**src/rtl/bcdsm_pkg.sv**
```systemverilog
// Shared types and constants for the sign-magnitude BCD add/subtract block.
// No dependencies; used by every module in rtl/.
package bcdsm_pkg;

    localparam int DIGITS_DEF = 16;
    localparam int DIGITS_MAX = 16;
    localparam int NIBBLE_W   = 4;
    localparam int BUS_W      = DIGITS_MAX * NIBBLE_W;

    // per-digit decimal limits, sized for a digit sum with carry
    localparam logic [4:0] DEC_NINE = 5'd9;
    localparam logic [4:0] DEC_TEN  = 5'd10;

    typedef enum logic [1:0] {
        OP_ADD = 2'd0,
        OP_SUB = 2'd1,
        OP_LT  = 2'd2,
        OP_EQ  = 2'd3
    } t_op;

    typedef struct packed {
        logic [BUS_W-1:0] digits;
        logic             negative;
        logic             overflow;
        logic             less_than;
        logic             equal;
    } t_result;

endpackage

```
**src/rtl/bcdsm_dec_add.sv**
```systemverilog
// Decimal magnitude adder: per-digit binary sums, carry chain resolved by
// one binary add over digit generate/propagate. Depends on bcdsm_pkg.
module bcdsm_dec_add #(
    parameter int DIGITS = bcdsm_pkg::DIGITS_DEF
) (
    input  logic [DIGITS*bcdsm_pkg::NIBBLE_W-1:0] i_a,
    input  logic [DIGITS*bcdsm_pkg::NIBBLE_W-1:0] i_b,
    output logic [DIGITS*bcdsm_pkg::NIBBLE_W-1:0] o_sum,
    output logic                                  o_carry
);

    localparam int NW = bcdsm_pkg::NIBBLE_W;

    logic [4:0]        s0 [DIGITS];
    logic [DIGITS-1:0] gen;
    logic [DIGITS-1:0] gen_prop;
    logic [DIGITS:0]   chain;
    logic [DIGITS-1:0] cin;

    for (genvar i = 0; i < DIGITS; i++) begin : g_digit
        logic [4:0] s;
        assign s0[i]       = {1'b0, i_a[i*NW +: NW]} + {1'b0, i_b[i*NW +: NW]};
        assign gen[i]      = s0[i] > bcdsm_pkg::DEC_NINE;
        assign gen_prop[i] = gen[i] | (s0[i] == bcdsm_pkg::DEC_NINE);
        assign s           = s0[i] + {4'b0, cin[i]};
        always_comb begin
            if (s > bcdsm_pkg::DEC_NINE) begin
                o_sum[i*NW +: NW] = 4'(s - bcdsm_pkg::DEC_TEN);
            end else begin
                o_sum[i*NW +: NW] = s[3:0];
            end
        end
    end

    // binary carries of gen + (gen|prop) are exactly the decimal carries
    assign chain   = {1'b0, gen} + {1'b0, gen_prop};
    assign cin     = gen ^ gen_prop ^ chain[DIGITS-1:0];
    assign o_carry = chain[DIGITS];

endmodule

```
**src/rtl/bcdsm_dec_sub.sv**
```systemverilog
// Decimal magnitude subtractor (big minus small), borrow chain resolved by
// one binary add over digit generate/propagate. Depends on bcdsm_pkg.
module bcdsm_dec_sub #(
    parameter int DIGITS = bcdsm_pkg::DIGITS_DEF
) (
    input  logic [DIGITS*bcdsm_pkg::NIBBLE_W-1:0] i_big,
    input  logic [DIGITS*bcdsm_pkg::NIBBLE_W-1:0] i_small,
    output logic [DIGITS*bcdsm_pkg::NIBBLE_W-1:0] o_diff
);

    localparam int NW = bcdsm_pkg::NIBBLE_W;

    logic [4:0]        d0 [DIGITS];
    logic [DIGITS-1:0] gen;
    logic [DIGITS-1:0] gen_prop;
    logic [DIGITS:0]   chain;
    logic [DIGITS-1:0] bin;

    for (genvar i = 0; i < DIGITS; i++) begin : g_digit
        logic [4:0] d;
        // two's complement, range -15..15
        assign d0[i]       = {1'b0, i_big[i*NW +: NW]} - {1'b0, i_small[i*NW +: NW]};
        assign gen[i]      = d0[i][4];
        assign gen_prop[i] = gen[i] | (d0[i] == 5'd0);
        assign d           = d0[i] - {4'b0, bin[i]};
        always_comb begin
            if (d[4]) begin
                o_diff[i*NW +: NW] = 4'(d + bcdsm_pkg::DEC_TEN);
            end else begin
                o_diff[i*NW +: NW] = d[3:0];
            end
        end
    end

    assign chain = {1'b0, gen} + {1'b0, gen_prop};
    assign bin   = gen ^ gen_prop ^ chain[DIGITS-1:0];

endmodule

```
**src/rtl/bcdsm_core.sv**
```systemverilog
// Combinational datapath: sign handling, magnitude compare, decimal add and
// subtract, result select. Depends on bcdsm_pkg, bcdsm_dec_add, bcdsm_dec_sub.
module bcdsm_core #(
    parameter int DIGITS = bcdsm_pkg::DIGITS_DEF
) (
    input  bcdsm_pkg::t_op                 i_op,
    input  logic [bcdsm_pkg::BUS_W-1:0]    i_a_digits,
    input  logic                           i_a_negative,
    input  logic [bcdsm_pkg::BUS_W-1:0]    i_b_digits,
    input  logic                           i_b_negative,
    output bcdsm_pkg::t_result             o_result
);

    localparam int W = DIGITS * bcdsm_pkg::NIBBLE_W;

    logic [W-1:0] a_mag;
    logic [W-1:0] b_mag;
    logic         mag_gt;
    logic         mag_lt;
    logic         mag_eq;
    logic         b_eff;
    logic         like;
    logic [W-1:0] sum;
    logic         carry;
    logic [W-1:0] big;
    logic [W-1:0] small_mag;
    logic [W-1:0] diff;

    // digits above the top one are ignored
    assign a_mag = i_a_digits[W-1:0];
    assign b_mag = i_b_digits[W-1:0];

    // digit-wise compare from the top equals unsigned binary compare
    assign mag_gt = a_mag > b_mag;
    assign mag_lt = a_mag < b_mag;
    assign mag_eq = a_mag == b_mag;

    assign b_eff = (i_op == bcdsm_pkg::OP_SUB) ? ~i_b_negative : i_b_negative;
    assign like  = i_a_negative == b_eff;

    assign big       = mag_gt ? a_mag : b_mag;
    assign small_mag = mag_gt ? b_mag : a_mag;

    bcdsm_dec_add #(.DIGITS(DIGITS)) u_add (
        .i_a     (a_mag),
        .i_b     (b_mag),
        .o_sum   (sum),
        .o_carry (carry)
    );

    bcdsm_dec_sub #(.DIGITS(DIGITS)) u_sub (
        .i_big   (big),
        .i_small (small_mag),
        .o_diff  (diff)
    );

    always_comb begin
        o_result = '0;
        case (i_op)
            bcdsm_pkg::OP_ADD, bcdsm_pkg::OP_SUB: begin
                if (like) begin
                    if (carry) begin
                        // overflow code: minus zero
                        o_result.negative = 1'b1;
                        o_result.overflow = 1'b1;
                    end else begin
                        o_result.digits   = bcdsm_pkg::BUS_W'(sum);
                        o_result.negative = i_a_negative;
                    end
                end else if (!mag_eq) begin
                    o_result.digits   = bcdsm_pkg::BUS_W'(diff);
                    o_result.negative = mag_gt ? i_a_negative : ~i_a_negative;
                end
            end
            bcdsm_pkg::OP_LT: begin
                if (i_a_negative != i_b_negative) begin
                    o_result.less_than = i_a_negative;
                end else begin
                    o_result.less_than = i_a_negative ? mag_gt : mag_lt;
                end
            end
            bcdsm_pkg::OP_EQ: begin
                o_result.equal = (i_a_negative == i_b_negative) && mag_eq;
            end
            default: o_result = '0;
        endcase
    end

endmodule

```
**src/rtl/bcd_sign_magnitude_add_sub_top.sv**
```systemverilog
// Top level of the sign-magnitude BCD add/subtract/compare block.
// Depends on bcdsm_pkg and bcdsm_core (with its adder and subtractor).
//
// Takes one beat per clock while o_in_stall is low and returns one result
// beat per input beat, in order. An accepted beat is held in an input
// register, passes through the single-pass decimal datapath and is
// captured in a result register, which drives the output. The clock
// period is set by the path from the input register through the
// magnitude compare, operand select and the DIGITS-wide borrow chain
// into the result register. Each stage holds its beat while the next one
// is full, so a new beat is still taken while a finished result waits on
// a stalled output. Result digits above DIGITS read zero.
module bcd_sign_magnitude_add_sub_top #(
    parameter int DIGITS = bcdsm_pkg::DIGITS_DEF
) (
    input  logic                        i_clk,
    input  logic                        i_rst_n,
    input  logic                        i_in_valid,
    output logic                        o_in_stall,
    input  logic [1:0]                  i_operation,
    input  logic [bcdsm_pkg::BUS_W-1:0] i_a_digits,
    input  logic                        i_a_negative,
    input  logic [bcdsm_pkg::BUS_W-1:0] i_b_digits,
    input  logic                        i_b_negative,
    output logic                        o_out_valid,
    input  logic                        i_out_stall,
    output logic [bcdsm_pkg::BUS_W-1:0] o_result_digits,
    output logic                        o_result_negative,
    output logic                        o_overflow,
    output logic                        o_less_than,
    output logic                        o_equal
);

    logic                        r_in_valid;
    bcdsm_pkg::t_op              r_op;
    logic [bcdsm_pkg::BUS_W-1:0] r_a_digits;
    logic                        r_a_negative;
    logic [bcdsm_pkg::BUS_W-1:0] r_b_digits;
    logic                        r_b_negative;
    logic                        r_out_valid;
    bcdsm_pkg::t_result          r_result;
    bcdsm_pkg::t_result          n_result;

    logic out_free;
    logic stage_move;
    logic in_take;

    assign out_free   = !r_out_valid || !i_out_stall;
    assign stage_move = r_in_valid && out_free;
    assign in_take    = i_in_valid && !o_in_stall;
    assign o_in_stall = r_in_valid && !out_free;

    always_ff @(posedge i_clk) begin
        if (!i_rst_n) begin
            r_in_valid <= 1'b0;
        end else if (in_take) begin
            r_in_valid <= 1'b1;
        end else if (stage_move) begin
            r_in_valid <= 1'b0;
        end
    end

    always_ff @(posedge i_clk) begin
        if (in_take) begin
            r_op         <= bcdsm_pkg::t_op'(i_operation);
            r_a_digits   <= i_a_digits;
            r_a_negative <= i_a_negative;
            r_b_digits   <= i_b_digits;
            r_b_negative <= i_b_negative;
        end
    end

    bcdsm_core #(.DIGITS(DIGITS)) u_core (
        .i_op         (r_op),
        .i_a_digits   (r_a_digits),
        .i_a_negative (r_a_negative),
        .i_b_digits   (r_b_digits),
        .i_b_negative (r_b_negative),
        .o_result     (n_result)
    );

    always_ff @(posedge i_clk) begin
        if (!i_rst_n) begin
            r_out_valid <= 1'b0;
        end else if (out_free) begin
            r_out_valid <= r_in_valid;
        end
    end

    always_ff @(posedge i_clk) begin
        if (stage_move) begin
            r_result <= n_result;
        end
    end

    assign o_out_valid       = r_out_valid;
    assign o_result_digits   = r_result.digits;
    assign o_result_negative = r_result.negative;
    assign o_overflow        = r_result.overflow;
    assign o_less_than       = r_result.less_than;
    assign o_equal           = r_result.equal;

    // overflow always comes out as minus zero
    assert property (@(posedge i_clk) disable iff (!i_rst_n)
        o_out_valid && o_overflow |-> o_result_negative && (o_result_digits == '0))
        else $error("overflow beat is not minus zero");

    // comparison beats carry no arithmetic result
    assert property (@(posedge i_clk) disable iff (!i_rst_n)
        o_out_valid && (o_less_than || o_equal)
            |-> (o_result_digits == '0) && !o_result_negative && !o_overflow
            && !(o_less_than && o_equal))
        else $error("comparison beat mixes in arithmetic fields");

    // nibbles above the top digit stay zero
    assert property (@(posedge i_clk) disable iff (!i_rst_n)
        o_out_valid |-> ((o_result_digits >> (DIGITS * bcdsm_pkg::NIBBLE_W)) == '0))
        else $error("result digits above top digit not zero");

    // input stalls only when both stages are full and the output is held
    assert property (@(posedge i_clk) disable iff (!i_rst_n)
        o_in_stall |-> r_in_valid && r_out_valid && i_out_stall)
        else $error("input stalled with room in the pipeline");

    // a held result beat is not overwritten
    assert property (@(posedge i_clk) disable iff (!i_rst_n)
        r_out_valid && i_out_stall |=> r_out_valid && $stable(r_result))
        else $error("stalled result register changed");

endmodule
```
**config.mk**
```make
export PLATFORM = sky130hd
export DESIGN_NAME = bcd_sign_magnitude_add_sub_top
export DESIGN_NICKNAME = d
export VERILOG_FILES = /design/src/rtl/bcdsm_pkg.sv /design/src/rtl/bcdsm_dec_add.sv /design/src/rtl/bcdsm_dec_sub.sv /design/src/rtl/bcdsm_core.sv /design/src/rtl/bcd_sign_magnitude_add_sub_top.sv
export SDC_FILE = /design/constraint.sdc
export NUM_CORES = 1
export LEC_CHECK = 0
export ABC_AREA = 1
export BUFFER_PORTS_ARGS = -buffer_cell sky130_fd_sc_hd__buf_2
export CAP_MARGIN = 20
export CORE_MARGIN = 1
export CORE_UTILIZATION = 35
export CTS_CLUSTER_DIAMETER = 120
export DETAILED_ROUTE_END_ITERATION = 8
export HOLD_SLACK_MARGIN = 0.15
export PLACE_DENSITY = 0.5
export RECOVER_POWER = 50
export SETUP_SLACK_MARGIN = 0.3
export SYNTH_ARGS = -nofsm -noshare
export SYNTH_HDL_FRONTEND = slang
export SYNTH_SLANG_ARGS = --single-unit
export TNS_END_PERCENT = 10
```
**constraint.sdc**
```tcl
create_clock -name i_clk -period 6.2 [get_ports i_clk]
set_input_delay 1.24 -clock i_clk [delete_from_list [all_inputs] [get_ports i_clk]]
set_output_delay 1.24 -clock i_clk [all_outputs]
set_load 0.02 [all_outputs]
```
==> impl_metrics.py <==
metrics = {
    "run": {
        "maxCapViolCount": 3,
    },
    "worst_hold_path": {
        "min_path_type": "flop to flop",
        "hold_depth": 2,
    },
    "pwr": {
        "p_int_mw": 3.73,
        "p_sw_mw": 2.66,
        "power_frac_seq_pct": 26.8,
        "pwr-share-comb_pct": 48.1,
        "irDropWorstVdd_uv": 214,
        "netSwitchingFraction_pct": 41.6,
        "p_per_area_nw_per_um2": 257,
        "p_leak_nw": 12.3,
        "clockPowerShare_pct": 25.1,
    },
    "worst_setup_path": {
        "cp_max_fo": 6,
        "critPathMaxStageDelay_ns": 0.41,
        "rr_worst_depth": 34,
        "crit_type": "flop to flop",
        "cp-end-kind": "flop",
        "cp.required_ns": 6.47,
        "startpoint_type": "flop",
        "reg2reg_slack_ns": 0.67,
        "crit_slowest_cell": "edfxtp_1",
        "arrival_ns": 5.80,
    },
    "placed_design": {
        "pre_cts_slack_ns": 0.201,
        "placedCellCount": 3875,
        "port_buffers": 205,
        "gp_congestion": 0.914,
        "dp_hpwl_um": 50100,
        "dpl-instance-area_sq_um": 22900,
    },
    "cts": {
        "cts_inserted_buffers": 26,
        "clkLatencyLatePin_ns": 0.58,
        "clkTransAtPathRegs_ns": 0.06,
        "cts_tree": "built",
        "clk_path_buf_depth": 3,
        "numClockSinks": 202,
        "root_buffer": "clkbuf_16",
        "h-tree-depth": 1,
    },
    "sta": {
        "rsz0062_at_grt": "yes",
        "timing.final.crit_period_ns": 5.53,
        "tightest_slew_ns": 2.65,
        "slew_violations": 122,
        "tns_ns": 0,
        "clock_skew_ns": 0.0239,
        "max_freq_mhz": 181,
        "fin_ws_ns": 0.668,
        "setup_viol": 0,
        "maxSlewHeadroom_pct": -76.3,
        "min_period_over_period_pct": 89.2,
        "finalHoldViolCount": 0,
    },
    "synth": {
        "synthCells": 2900,
        "netlist_top_cells_area": "edfxtp_1 (29%), ha_1 (15%), nand2_1 (13%)",
        "synth_top_cell_area_share_pct": 29.0,
        "synthesis.area_sq_um": 20700,
        "yosys-top-cells-count": "nand2_1 (709), inv_1 (557), nand3_1 (279), ha_1 (253), nor2_1 (239)",
        "synth.yosys.warnings": 0,
        "ys.flop_type": "edfxtp_1",
        "yosysSeqAreaShare_pct": 29.2,
        "synth_area_leader_cell": "edfxtp_1",
        "synth-seq-cells": 202,
        "synth_edf_count": 200,
        "yosysMostFrequentCell": "nand2_1",
        "async_flop_share_pct": 0,
        "synth.distinct_cells": 47,
        "avgSynthCellArea_sq_um": 7.13,
        "syn_nets": 3305,
    },
    "drt": {
        "drt_iter0_markers": 1094,
        "drt_wl_total_um": 65900,
        "vias_per_cell": 4.95,
        "drcViolationCount": 0,
        "wl_per_cell_um": 16.6,
        "firstDrtPassIters": 5,
        "via_count": 19707,
        "antenna_left": 0,
    },
    "global_route": {
        "antenna_found_initial": 0,
        "grt_pass1_vias": 18381,
        "grt_max_degree": 78,
        "track_usage_pct": 20.9,
        "grt_remaining_overflow": 0,
        "grt_pass1_wl_um": 99000,
    },
    "cells_and_area": {
        "fin_cells": 3978,
        "layout-drive-gt1-share_pct": 15.3,
        "finalNetCount": 3599,
        "area_delta_synth_final_pct": 20.3,
        "final_area_sq_um": 24900,
        "diodes": 0,
    },
    "status": {
        "violations": "max-capacitance violations, max-slew violations",
        "status": "finished with violations",
    },
    "die": {
        "chipHeight_um": 245,
        "start_util_pct": 35.6,
        "fp.dieW_um": 245,
        "rows": 88,
        "ios": 206,
        "core_sq_um": 58000,
        "floorplan.die_area_sq_um": 60000,
    },
}
==> cell families (layout without fill, tap and decap cells) <==
| family | after synthesis | count (layout) | synth area share [%] |
|---|---|---|---|
| AND/OR/NAND/NOR | 1381 | 1382 | 28.8 |
| buffers and inverters | 621 | 933 | 11.8 |
| AO/OA/AOI/OAI | 338 | 338 | 9.53 |
| adder cells (fa/ha/maj) | 269 | 269 | 16.9 |
| flip-flops | 202 | 202 | 29.2 |
| XOR/XNOR | 89 | 89 | 3.77 |
==> registers in the layout (all words and copies together), names as in the netlist, 2 cells and up <==
name / cells
o_result_digits: 64
r_a_digits: 64
r_b_digits: 64
r_op: 2
==> metrics by stage <==
stage | total power [mW] | hold slack [ns] | utilization (%)
floorplan | 3.80 | 0.453 | -
global placement | 4.61 | 0.508 | 39.4
detailed placement | 4.65 | 0.524 | 39.4
CTS | 6.32 | 0.533 | 41.1
global route | 6.91 | 0.529 | 42.9
finish | 6.39 | 0.481 | 42.9
==> layout by cell type, fill, tap and decap left out, types with 19 or more instances in the layout <==
cell type and count:
nand4_1 52, o211ai_1 34, a21oi_1 133, clkbuf_16 29
inv_1 555, edfxtp_1 200, o21ai_0 69, ha_1 206
o21ai_1 19, ha_4 37, nor2_1 223, buf_4 98
buf_2 196, xor2_1 67, nand2_2 20, nand3_1 276
nand2_1 703, nor2_2 21, xnor2_1 21
==> power groups by stage <==
stage	registers, mW	clock network (mW)	logic (mW)
final	1.71	1.61	3.07
after floorplan	1.77	0	2.04
after global routing	1.72	1.70	3.48
after CTS	1.71	1.66	2.95
after global placement	1.74	0	2.87
after detailed placement	1.74	0	2.91
==> what timing repair did <==
action,4_1_cts,5_1_grt
hold buffers,0,0
buffers inserted,0,52
pin swaps,0,16
endpoints found under the setup margin,8,39
cloned,1,3
gates resized for setup,5,114
==> cell type report <==
cell class	count	area [sq um]
timing repair buffer	315	1980
inverter	571	2140
multi-input combinational	2078	12900
clock buffer	32	694
sequential	202	6050
clock inverter	15	193
fill	5893	33200
tap	765	957
==> metal layers <==
layer  track usage (%)  part of all wire [%]  vias up
li1                  -                     -    10006
met3              2.71                   5.2       87
met1              28.5                    46     9108
met5                 0                     0        -
met4              5.02                   2.8        0
met2              34.7                    46      506
==> final timing paths <==
kind | from | end
max reg2reg | r_b_digits[21] | o_result_digits[34]
max | r_b_digits[21] | o_result_digits[34]
min | r_in_valid | o_out_valid
min reg2reg | r_in_valid | o_out_valid
==> critical path: cells and delay by family (launching register included) <==
| family | cells | cell delay, ns |
|---|---|---|
| AOI/OAI and AO/OA | 5 | 0.80 |
| buffers and inverters | 5 | 0.46 |
| and+or+nand+nor | 18 | 2.20 |
| adders and majority gates | 6 | 1.34 |
| DFF | 1 | 0.41 |
No activity file was read; power rests on OpenSTA's default activity.
